$ cat src/rtl/task_priority_table_unit_macros.svh
// Assertion macros shared by the task priority table RTL.
// Needs a clock named clk and an active-low reset named rst_n in the using module.
`ifndef TASK_PRIORITY_TABLE_UNIT_MACROS_SVH
`define TASK_PRIORITY_TABLE_UNIT_MACROS_SVH

// Same-cycle implication.
`define TPT_ASSERT_IMP(label, ante, cons, msg) \
    label: assert property (@(posedge clk) disable iff (!rst_n) (ante) |-> (cons)) \
        else $error(msg);

// Next-cycle implication.
`define TPT_ASSERT_NXT(label, ante, cons, msg) \
    label: assert property (@(posedge clk) disable iff (!rst_n) (ante) |=> (cons)) \
        else $error(msg);

`endif

$ cat src/rtl/tpt_ram.sv
// Generic single-port-write, single-port-read RAM with a registered read.
// No dependencies.
module tpt_ram #(
    parameter int WIDTH = 16,
    parameter int DEPTH = 256
) (
    input  logic                     clk,
    input  logic                     we,
    input  logic [$clog2(DEPTH)-1:0] waddr,
    input  logic [WIDTH-1:0]         wdata,
    input  logic [$clog2(DEPTH)-1:0] raddr,
    output logic [WIDTH-1:0]         rdata
);

    logic [WIDTH-1:0] mem [DEPTH];
    logic [WIDTH-1:0] rdata_reg;

    always_ff @(posedge clk)
    begin
        if (we)
        begin
            mem[waddr] <= wdata;
        end
        rdata_reg <= mem[raddr];
    end

    assign rdata = rdata_reg;

endmodule

$ cat config.mk
export PLATFORM = sky130hd
export DESIGN_NAME = tpt_ram
export DESIGN_NICKNAME = d
export VERILOG_FILES = /design/src/rtl/task_priority_table_unit_macros.svh /design/src/rtl/tpt_ram.sv
export SDC_FILE = /design/constraint.sdc
export NUM_CORES = 2
export LEC_CHECK = 0
export BUFFER_PORTS_ARGS = -buffer_cell sky130_fd_sc_hd__buf_2
export CAP_MARGIN = 20
export CORE_MARGIN = 3
export CORE_UTILIZATION = 63
export CTS_CLUSTER_SIZE = 16
export DETAILED_ROUTE_END_ITERATION = 10
export MAX_ROUTING_LAYER = met4
export PLACE_DENSITY = 0.79
export REMOVE_ABC_BUFFERS = 1
export SYNTH_ARGS = -nofsm -noshare
export SYNTH_HDL_FRONTEND = slang
export SYNTH_SLANG_ARGS = --single-unit
$ cat constraint.sdc
create_clock -name clk -period 3.2 [get_ports clk]
set_input_delay 0.32 -clock clk [delete_from_list [all_inputs] [get_ports clk]]
set_output_delay 0.32 -clock clk [all_outputs]
set_load 0.005 [all_outputs]
Word-level counts from Yosys, hierarchy flattened
Memories as Yosys holds them, arrays and structs flattened. A register that Yosys moved wholly into a read port is not among the register bits.
Index checks and enable logic that the tools add are counted.

word-level totals
  output and inout bits = 16
  flip-flop bits (word level) = 0
  memory bits (writable) = 4096
  memories = 1

cells by class
  muxes and demuxes = 2

memories
  name  depth  bits a word  rd ports  clocked after Yosys merged registers in  wr ports  line           text
  mem   256    16           1         1                                        1         tpt_ram.sv:15  logic [WIDTH-1:0] mem [DEPTH];

operators with widths
  operator          number
  1-bit 2-to-1 mux  2

Logic depth before layout (Yosys ltp)
  word-level depth = 2
  gate-level depth with buffers = 12

Worst setup path before layout
Ideal clock, no wire load.

  kind = input to register
  start point = input waddr[3]
  end point = memory mem[235][0] (enable)
  stages = 6
  path buffers = 3
  data required time = 2.812 ns
  arrival time = 2.097 ns
  setup slack = 0.715 ns
  cells stage by stage = clkbuf_1 > nor2b_1 > clkbuf_1 > nand4_1 > clkbuf_1 > nor2_1

RTL lines
  item             line           text
  start, declared  tpt_ram.sv:9   input logic [$clog2(DEPTH)-1:0] waddr,
  end, declared    tpt_ram.sv:15

Straight into the memory's write port.

==> impl_results.md <==
* Number of input and output port buffers inserted at 49
* Clk pin slew, worst setup/hold paths at approximately 0.06 ns
* EDFF count, synth at ~4.1k
* Largest register FFs at approximately 4.1k
* Leak Pwr at about 59 nW
* Pre-Repair DR Iteration Count at 8
* Final nets at a little over 8k
* Worst relative slew slack at approximately 17%
* Post-route ant nets at 0
* Largest cells by area after synthesis: edfxtp_1 77%, mux4_2 11%, mux2i_1 3.6%
* Area added between synthesis and finish at 14.0%
* Die Span Y at approximately 510 um
* Worst-case hold slack at slightly below 0.2 ns
* Placer congestion estimate at a little under 1
* Initial antenna violation count at 28
* Per-cell via count in the routed design at approximately 7.1
* H-tree levels at 5
* Category of the most critical setup path: register to register
* Proportion of layout cells with a drive suffix above 1 at 26.9%
* All-Layer GR Usage at about a third
* Horizontal extent of the die at a little over 500 um
* Post-layout min period at ~3.1 ns
* Top Ports at 50
* Result of the run: finished clean
* Worst Hold Class: input pin to register
* Number of pins exceeding their max-slew limit in the final report at 0
* Total power density per cell area at ~620 nW/um2
* Finish-stage setup viols at 0
* Cells after DPL at around 11k
* Sequential area share after synthesis at roughly 80%
* First-pass GRT wire length at a little over 600 mm
* Pin count of the biggest net entering global routing at roughly 120
* Total half-perimeter wirelength after legalization and detailed placement at 255 mm
* Number of buffers on the longest clock path at 4
* Cell type with the largest total area after synthesis: edfxtp_1
* RSZ-0062 raised after global routing: false
* Total negative setup slack at 0 ns
* Data arrival, critical path at approximately 3.9 ns
* Dominant cell by count in the synthesized netlist: edfxtp_1
* # Post-CTS Setup Buffers at 0
* Post-synth cell types at between 50 and 60
* Final global-route overflow total at 0
* Number of buffers added by the clock tree synthesis step at 405
* Routed wire per std cell at approximately 37 um
* CTS tree: built
* Initial Util at between 60% and 70%
* Filler Cells Inserted at approximately 13k
* Asr flop ratio synth at 0%
* Synthesis Warnings at 0
* Source-to-sink clock delay at the later pin of the worst-skew pair at 1.00 ns
* Clock root buffer master: clkbuf_16
* Via Count at ~84k
* Fin cells at 11.8k
* Number of synthesized register bits at 4,112
* Peak fanout along the critical path at 1
* Max capacitance violation total at 0
* Mean cell area of the mapped netlist at 21.6 um2
* Post-synth top cells: 4,096 x edfxtp_1, 797 x mux4_2, 565 x mux2i_1
* Netlist Area Pre-Place at roughly 160,000 um2
* Maximum clock rate at 327 MHz
* DR iter-0 viols at roughly 15k
* Portion of synthesized cell area occupied by the leading cell type at between 70 and 80%
* Worst setup SP type: register
* Hold bufs inserted after CTS at 16
* Final worst clock skew at roughly 0.046 ns
* Die outline area at around 260,000 um2
* Type of element capturing the critical path: register
* Number of global-route vias before repair at 83.2k
* Hold Fails Final Rpt at 0
* Required time of the critical path at just over 4 ns
* Count of mapped cells out of synthesis at between 7k and 8k
* Core Area at 250,000 um2
* Primary FF master, synth: edfxtp_1
* Final cycle utilization of the critical path at about 96%
* Total DRC errors in the routed layout at 0
* Post-CTS Resized at 0
* Total number of placement rows at around 180
* Overall routed net length at roughly 430 mm
* Clock Sinks at slightly above 4k
* Worst supply voltage drop on vdd at around 0.7 mV
* Slew @ Worst Pin at 1.24 ns
[worst paths after layout]
path,from,endpoint,slack (ns),depth (start not counted)
setup / recovery,mem[131][6]$_DFFE_PP_,rdata[6]$_DFF_P_,0.14,8
hold / removal,waddr[2],mem[157][6]$_DFFE_PP_,0.19,4
setup reg to reg,mem[131][6]$_DFFE_PP_,rdata[6]$_DFF_P_,0.14,8
hold reg to reg,mem[120][10]$_DFFE_PP_,rdata[10]$_DFF_P_,1.04,6
[stage by stage]
step	setup slack (ns)	power [W]	util (%)	cell area [um2]
CTS	0.215	0.112	72.4	181000
floorplan	-3.62	0.0627	-	156000
global route	0.104	0.114	72.5	181000
global placement	-0.545	0.0663	67.3	168000
finish	0.138	0.111	72.5	181000
detailed placement	-0.530	0.0664	67.3	168000
[layout make-up]
class                      count  area (um2)  share of cell area [%]
sequential                  4112      123000                    68.2
multi-input combinational   2792       32800                    18.1
clock buffer                 496       10600                    5.87
timing repair buffer         844        7930                    4.38
tap                         3330        4170                    2.30
clock inverter               210        1960                    1.09
antenna                       26        65.1                  0.0360
inverter                       4        27.5                  0.0152
[worst max-delay path: stages (launching register included)]
cell      delay [ns]
edfxtp_1        0.38
mux4_2          0.48
mux2_2          0.29
a221oi_1        0.58
buf_4           0.24
o31ai_1         0.09
buf_4           0.17
o32ai_1         0.49
nor4_1          0.17
[power breakdown]
part / internal [W] / switching, W
registers: 0.0594 / 0.000124
logic: 0.00218 / 0.00388
clock network: 0.0264 / 0.0195
[per-layer routing]
metal,track usage (%),up-vias,part of all wire (%)
met5,-,-,0
met4,15.2,0,5.3
met3,8.81,1183,14
met2,51.7,7080,47
met1,47.5,43155,34
li1,-,32859,-
[layout by cell type (no fill, tap or decap), types with 10 or more instances in the layout]
cell type | Yosys | final
edfxtp_1 | 4096 | 4096
mux4_2 | 797 | 797
buf_4 | 26 | 659
mux2i_1 | 565 | 565
clkbuf_16 | 0 | 411
nor2_1 | 304 | 293
o221ai_1 | 252 | 252
a21oi_1 | 175 | 175
o22ai_1 | 148 | 148
buf_12 | 5 | 119
clkinv_1 | 0 | 95
nor3_1 | 92 | 90
mux2_2 | 88 | 88
clkbuf_1 | 230 | 83
clkinv_2 | 0 | 58
a22oi_1 | 43 | 43
nand2_1 | 38 | 38
o21ai_0 | 37 | 37
bufinv_16 | 0 | 37
a22o_1 | 32 | 32
nand3_1 | 35 | 29
a221oi_1 | 28 | 28
buf_2 | 76 | 28
diode_2 | 0 | 26
nand4_1 | 26 | 26
o32ai_1 | 20 | 19
a211oi_1 | 18 | 18
nor4_1 | 17 | 17
buf_8 | 11 | 17
o31ai_1 | 16 | 16
dlygate4sd3_1 | 0 | 16
dfxtp_1 | 16 | 16
nor2_2 | 0 | 11
and3_1 | 11 | 11
clkinvlp_4 | 0 | 10
[logic make-up after synthesis]
kind of cell           count (synthesis)  synth area share [%]
and+or+nand+nor                      556                  1.57
AOI/OAI and AO/OA                    786                  3.54
DFF                                 4112                  77.7
muxes                               1450                  15.5
buffers and inverters                456                  1.69
Note: power is estimated with default switching activity, not from simulation.
