**config.mk**
```make
export PLATFORM = sky130hd
export DESIGN_NAME = tpt_best
export DESIGN_NICKNAME = d
export VERILOG_FILES = /design/src/rtl/task_priority_table_unit_macros.svh /design/src/rtl/tpt_pkg.sv /design/src/rtl/tpt_best.sv
export SDC_FILE = /design/constraint.sdc
export NUM_CORES = 1
export LEC_CHECK = 0
export BUFFER_PORTS_ARGS = -buffer_cell sky130_fd_sc_hd__buf_2
export CORE_MARGIN = 2
export CORE_UTILIZATION = 46
export DETAILED_ROUTE_END_ITERATION = 16
export GPL_TIMING_DRIVEN = 0
export PLACE_DENSITY = 0.72
export SLEW_MARGIN = 20
export SYNTH_ARGS = -nofsm -noshare
export SYNTH_HDL_FRONTEND = slang
export SYNTH_SLANG_ARGS = --single-unit
```
**constraint.sdc**
```tcl
create_clock -name clk -period 12.55 [get_ports clk]
set_input_delay 0.6275 -clock clk [delete_from_list [all_inputs] [get_ports clk]]
set_output_delay 0.6275 -clock clk [all_outputs]
set_load 0.02 [all_outputs]
```
**src/rtl/task_priority_table_unit_macros.svh**
```systemverilog
// Assertion macros shared by the task priority table RTL.
// Needs a clock named clk and an active-low reset named rst_n in the using module.
`ifndef TASK_PRIORITY_TABLE_UNIT_MACROS_SVH
`define TASK_PRIORITY_TABLE_UNIT_MACROS_SVH

// Same-cycle implication.
`define TPT_ASSERT_IMP(label, ante, cons, msg) \
    label: assert property (@(posedge clk) disable iff (!rst_n) (ante) |-> (cons)) \
        else $error(msg);

// Next-cycle implication.
`define TPT_ASSERT_NXT(label, ante, cons, msg) \
    label: assert property (@(posedge clk) disable iff (!rst_n) (ante) |=> (cons)) \
        else $error(msg);

`endif

```
**src/rtl/tpt_pkg.sv**
```systemverilog
// Types and constants for the task priority table.
// No dependencies; used by tpt_best, task_priority_table_unit and the testbench.
package tpt_pkg;

    localparam int TID_W         = 8;
    localparam int OWNER_W       = 16;
    localparam int PRIO_W        = 31;
    localparam int MAX_TASKS_DEF = 256;

    typedef enum logic [1:0] {
        KIND_ADD    = 2'd0,
        KIND_EDIT   = 2'd1,
        KIND_REMOVE = 2'd2,
        KIND_EXEC   = 2'd3
    } kind_t;

    typedef struct packed {
        kind_t               kind;
        logic [TID_W-1:0]    task_id;
        logic [OWNER_W-1:0]  owner_id;
        logic [PRIO_W-1:0]   task_priority;
    } item_t;

    typedef struct packed {
        logic                found;
        logic [OWNER_W-1:0]  exec_owner_id;
    } result_t;

    typedef struct packed {
        logic clear;
        logic sample;
    } scan_ctl_t;

endpackage

```
**src/rtl/tpt_best.sv**
```systemverilog
// Running best-entry tracker used while the table is scanned.
// Depends on tpt_pkg.
module tpt_best #(
    parameter int IDX_W = 8
) (
    input  logic                        clk,
    input  logic                        rst_n,
    input  tpt_pkg::scan_ctl_t          ctl,
    input  logic                        live,
    input  logic [IDX_W-1:0]            idx,
    input  logic [tpt_pkg::PRIO_W-1:0]  prio,
    input  logic [tpt_pkg::OWNER_W-1:0] owner,
    output logic                        any,
    output logic [IDX_W-1:0]            best_idx,
    output logic [tpt_pkg::OWNER_W-1:0] best_owner
);
    import tpt_pkg::*;

    logic                any_reg;
    logic                any_next;
    logic [PRIO_W-1:0]   prio_reg;
    logic [IDX_W-1:0]    idx_reg;
    logic [OWNER_W-1:0]  owner_reg;
    logic                take;

    // Ascending scan with >= leaves the higher task id on equal priority.
    assign take = ctl.sample && live && (!any_reg || (prio >= prio_reg));

    always_comb
    begin
        any_next = any_reg;
        if (ctl.clear)
        begin
            any_next = 1'b0;
        end
        else if (take)
        begin
            any_next = 1'b1;
        end
    end

    always_ff @(posedge clk or negedge rst_n)
    begin
        if (!rst_n)
        begin
            any_reg <= 1'b0;
        end
        else
        begin
            any_reg <= any_next;
        end
    end

    always_ff @(posedge clk)
    begin
        if (take && !ctl.clear)
        begin
            prio_reg  <= prio;
            idx_reg   <= idx;
            owner_reg <= owner;
        end
    end

    assign any        = any_reg;
    assign best_idx   = idx_reg;
    assign best_owner = owner_reg;

endmodule

```
After elaboration in Yosys (flattened, before gate mapping):

Cells that the tools add are included.

* flip-flop bits (word level): 56
* input bits: 60

* order comparisons: 1
* multiplexer cells: 2
* reduce and logical (&&, ||, !) cells: 7

Operators with widths (count)
* >= comparator 31 bit: 1
* logical AND 1 bit: 3
* zero test 1 bit: 2
* two-way mux 1 bit: 2
* nonzero test 2 bit: 1
* logical OR 1 bit: 1

Depth between registers and ports, before layout:

* word-level depth: 5
* depth in mapped cells: 7
* mapped depth without buffers: 7

Worst setup path after synthesis:

OpenSTA, ideal clock, no wires.

* path type: input-to-reg
* start point: in prio[13] (netlist bit)
* end point: reg idx_reg[0] (netlist: best_idx[0]) (enable)
* library setup time: 0.500 ns
* arrival: 4.563 ns
* path slack: 7.486 ns
* stages: 6
* buffers on the path: 0
* path through: ha_1 > and4_4 > and4bb_1 > o31ai_1 > o311a_1 > o41ai_2

* cells in the longest elaborated chain, start to end: 4

Ends and longest elaborated chain
* start: declaration: line tpt_best.sv:11 `input logic [tpt_pkg::PRIO_W-1:0] prio,`
* >= comparator 31 bit: line tpt_best.sv:27 `assign take = ctl.sample && live && (!any_reg || (prio >= prio_reg));`
* logical OR 1 bit: line tpt_best.sv:27
* logical AND 1 bit: line tpt_best.sv:27
* logical AND 1 bit: line tpt_best.sv:56 `if (take && !ctl.clear)`
* end signal: assignment: line tpt_best.sv:59 `idx_reg <= idx;`
* end: declaration: line tpt_best.sv:22 `logic [IDX_W-1:0] idx_reg;`

No other way between the ends.
A chain may end at the register's enable or synchronous reset.

Worst setup path in the final report:

* start point: in prio[13] (netlist bit)
* end point: reg idx_reg[5] (netlist: best_idx[5]) (enable)

Same word-level chain as after synthesis.

==> summary.txt <==
Status
  • Status: complete, no violations

Power and ir drop
  • Switching pwr: 0.0774 mW
  • Power density over cell area: 110 nW/um^2
  • Clock power share: 0.275
  • Worst ir drop on vdd: 0.0640 mV
  • Tot Pwr: 0.347 mW
  • Int Power: 0.269 mW
  • Sequential share of power: 0.616
  • Pleak: 1.49 nW
  • Sw Share: 0.223
  • Combinational fraction of design power: 0.109

GRT
  • Number of global-route vias before repair: 1,502
  • Pin count of the biggest net entering global routing: 19
  • Global route overflow: 0
  • Initial antenna violation count: 0
  • Global-route wire length before repair: 6900 um
  • GR Util All Layers: 0.146

Synth
  • Async set-reset flop share out of synthesis: 0.0179
  • Synth warn: 0
  • Yosys reg bits: 56
  • Most used DFF post-synth: edfxtp_1
  • Xor-xnor portion of the synthesized cell area: 0
  • Post-Synthesis Cells: 166
  • Synth Area in Compound Gates: 0.0719
  • Area share of fa/ha/maj cells after synthesis: 0.155
  • Post-synth cell types: 27
  • Synth top area share: 0.659
  • Multiplexer area fraction after synthesis: 0
  • Most area-hungry cell type in the Yosys netlist: edfxtp_1
  • Top post-synthesis cells by count: edfxtp_1 (55), inv_1 (32), ha_1 (31)
  • Cell area after synthesis: 2500 um^2
  • Post-synth EDFFs: 55
  • Post-synthesis sequential area ratio: 0.669
  • Largest family of logic cells by synthesized area: adder cells
  • Simple-gate share of the synthesized area: 0.0559
  • Syn Area/Cell: 15.1 um^2
  • Most numerous cell in the Yosys netlist: edfxtp_1
  • Syn Nets: 257
  • Area contributors post-synth: edfxtp_1 (66%), ha_1 (15%), inv_1 (4.8%)

Final layout
  • Number of flip-flops in the largest register: 31
  • Final nets: 353
  • Storage cell area: 1680 um^2
  • Design area: 3160 um^2
  • Fillers: 408
  • Share of layout cells above drive strength 1: 0.395
  • Multi-input logic area: 719 um^2
  • Finished Layout Cells: 333
  • Antenna Cells: 0
  • Area Overhead vs Synth: 26.1%

Floorplanning
  • I/O pins: 85
  • Die height: 77.8 um
  • Die X: 77.8 um
  • Rows: 26
  • Initial Util: 0.484
  • Die Area: 6050 um^2
  • Core Area: 5170 um^2

CTS
  • Worst-skew pair later-pin latency: 300 ps
  • H-tree depth: 2
  • Clock transition at the registers of the reported paths: 90 ps
  • Worst-case clock buffer depth: 2
  • Root Driver: clkbuf_8
  • Num CTS Buffers: 5
  • Clock sink total: 56
  • CTS tree: yes
  • Hold_buf cts: 0
  • Resized Gates After CTS: 0
  • Post-CTS setup buffer count: 0

Timing
  • Worst-case hold slack: 84.9 ps
  • Endpoints failing setup: 0
  • Period minus WS final: 2780 ps
  • Layout Skew: 3.64 ps
  • Max Clock Freq: 359 MHz
  • Slew Limit Fails: 0
  • Setup tns final: 0 ps
  • RSZ-0062 raised after global routing: false
  • Endpoints failing hold: 0
  • Fin crit share: 0.222
  • Worst slew pin tran: 537 ps
  • Slew headroom: 0.641

Critical path
  • Critical Path Sink: best_idx[5]
  • Crit path max-delay family: compound AO/OA/AOI/OAI gates
  • Crit start category: primary input
  • Reg-to-reg setup timing slack: 9830 ps
  • R2R cell count: 9
  • Crit end category: flip-flop
  • Worst path arrival time: 2790 ps
  • Crit path max-delay cell type: o41ai_4
  • Critical path class: primary input to flip-flop
  • Critical path depth: 9
  • Worst-path cell chain: buf_2 -> ha_1 -> and4_4 -> and4bb_1 -> o31ai_1 -> o311a_1 -> o41ai_4 -> buf_4 -> buf_4
  • Buffers and inverters on the worst path: 3
  • Worst flop-to-flop path endpoint: best_idx[5]
  • Max stage delay on crit path: 470 ps
  • Req. time, crit path: 12,560 ps
  • CP most frequent cell: buf_4
  • Crit Path Max Fanout: 13
  • Worst setup path start: prio[13]
  • Worst r2r src: prio_reg[10]

Placement
  • RD Place Congestion: 0.741
  • DP HPWL: 3380 um
  • PortBufs: 84
  • # placed instances: 325
  • Placed Area: 3070 um^2

Routing
  • Via count: 1,564
  • Vias per cell: 4.70
  • 1st-iter DRT viols: 78
  • WL per Instance: 12.3 um
  • DRC errors left: 0
  • Drt total wl: 4090 um
  • ANT nets after route: 0
  • DR pass1 iterations: 4

Hold path
  • Hold crit path type: primary input to asynchronous set/reset pin

Flow run
  • Max Cap Violations: 0
==> power by group through the flow <==
stage,clock [mW],combinational [mW],sequential (mW)
after floorplan,0,0.0163,0.222
after global placement,0,0.0359,0.219
after detailed placement,0,0.0383,0.218
after CTS,0.0997,0.0386,0.214
after global routing,0.107,0.0435,0.214
final,0.0953,0.0380,0.214
==> logic make-up after synthesis <==
logic type,Yosys count
flops,56
buf+inv,32
fa+ha+maj,31
compound gates,25
simple gates,22
==> layout make-up <==
class / instances / share of cell area
clock inverters: 3 / 0.00753
clock buffers: 5 / 0.0218
flip-flops and latches: 56 / 0.531
well taps: 70 / 0.0277
inverters: 32 / 0.0380
multi-input cells: 78 / 0.228
repair buffers: 89 / 0.146
==> per-stage QoR <==
stage	utilization	worst slack, ps
2_1_floorplan	-	7490
3_5_place_dp	0.593	9420
3_3_place_gp	0.582	6030
4_1_cts	0.611	9740
6_report	0.611	9770
5_1_grt	0.611	9610
==> layout by cell type (no fill, tap or decap), types with 2 or more instances in the layout <==
| master | instances |
|---|---|
| edfxtp_1 | 55 |
| nor2_1 | 2 |
| nand4_1 | 5 |
| clkinvlp_4 | 2 |
| and4_4 | 2 |
| ha_1 | 31 |
| nand2_1 | 4 |
| o21ai_1 | 2 |
| a21oi_1 | 10 |
| buf_2 | 84 |
| nand3_1 | 3 |
| clkbuf_8 | 5 |
| buf_4 | 4 |
| a21o_1 | 3 |
| inv_1 | 32 |
| a221oi_1 | 2 |
==> routing by layer <==
layer | vias to the layer above | track usage | share of wire
met4 | 0 | 0.0464 | 0.011
met5 | - | 0 | 0
met3 | 5 | 0.0349 | 0.086
met1 | 683 | 0.198 | 0.48
met2 | 68 | 0.233 | 0.43
li1 | 808 | - | -
==> worst min path at each step <==
stage          cells after the start  end  slack [ps]   from
6_report                           1  any          80  rst_n
5_1_grt                            1  any          60  rst_n
4_1_cts                            1  any          70  rst_n
3_5_place_dp                       1  any         410  rst_n
3_3_place_gp                       1  any         400  rst_n
2_1_floorplan                      0  any         330  rst_n
==> worst reg2reg max path, delay by kind of cell, from the launching register on <==
| kind | cells | cell delay (ps) |
|---|---|---|
| fa+ha+maj | 1 | 300 |
| buf+inv | 3 | 590 |
| flops | 1 | 340 |
| simple gates | 2 | 470 |
| compound gates | 3 | 740 |
Power figures use the tool's default switching activity.
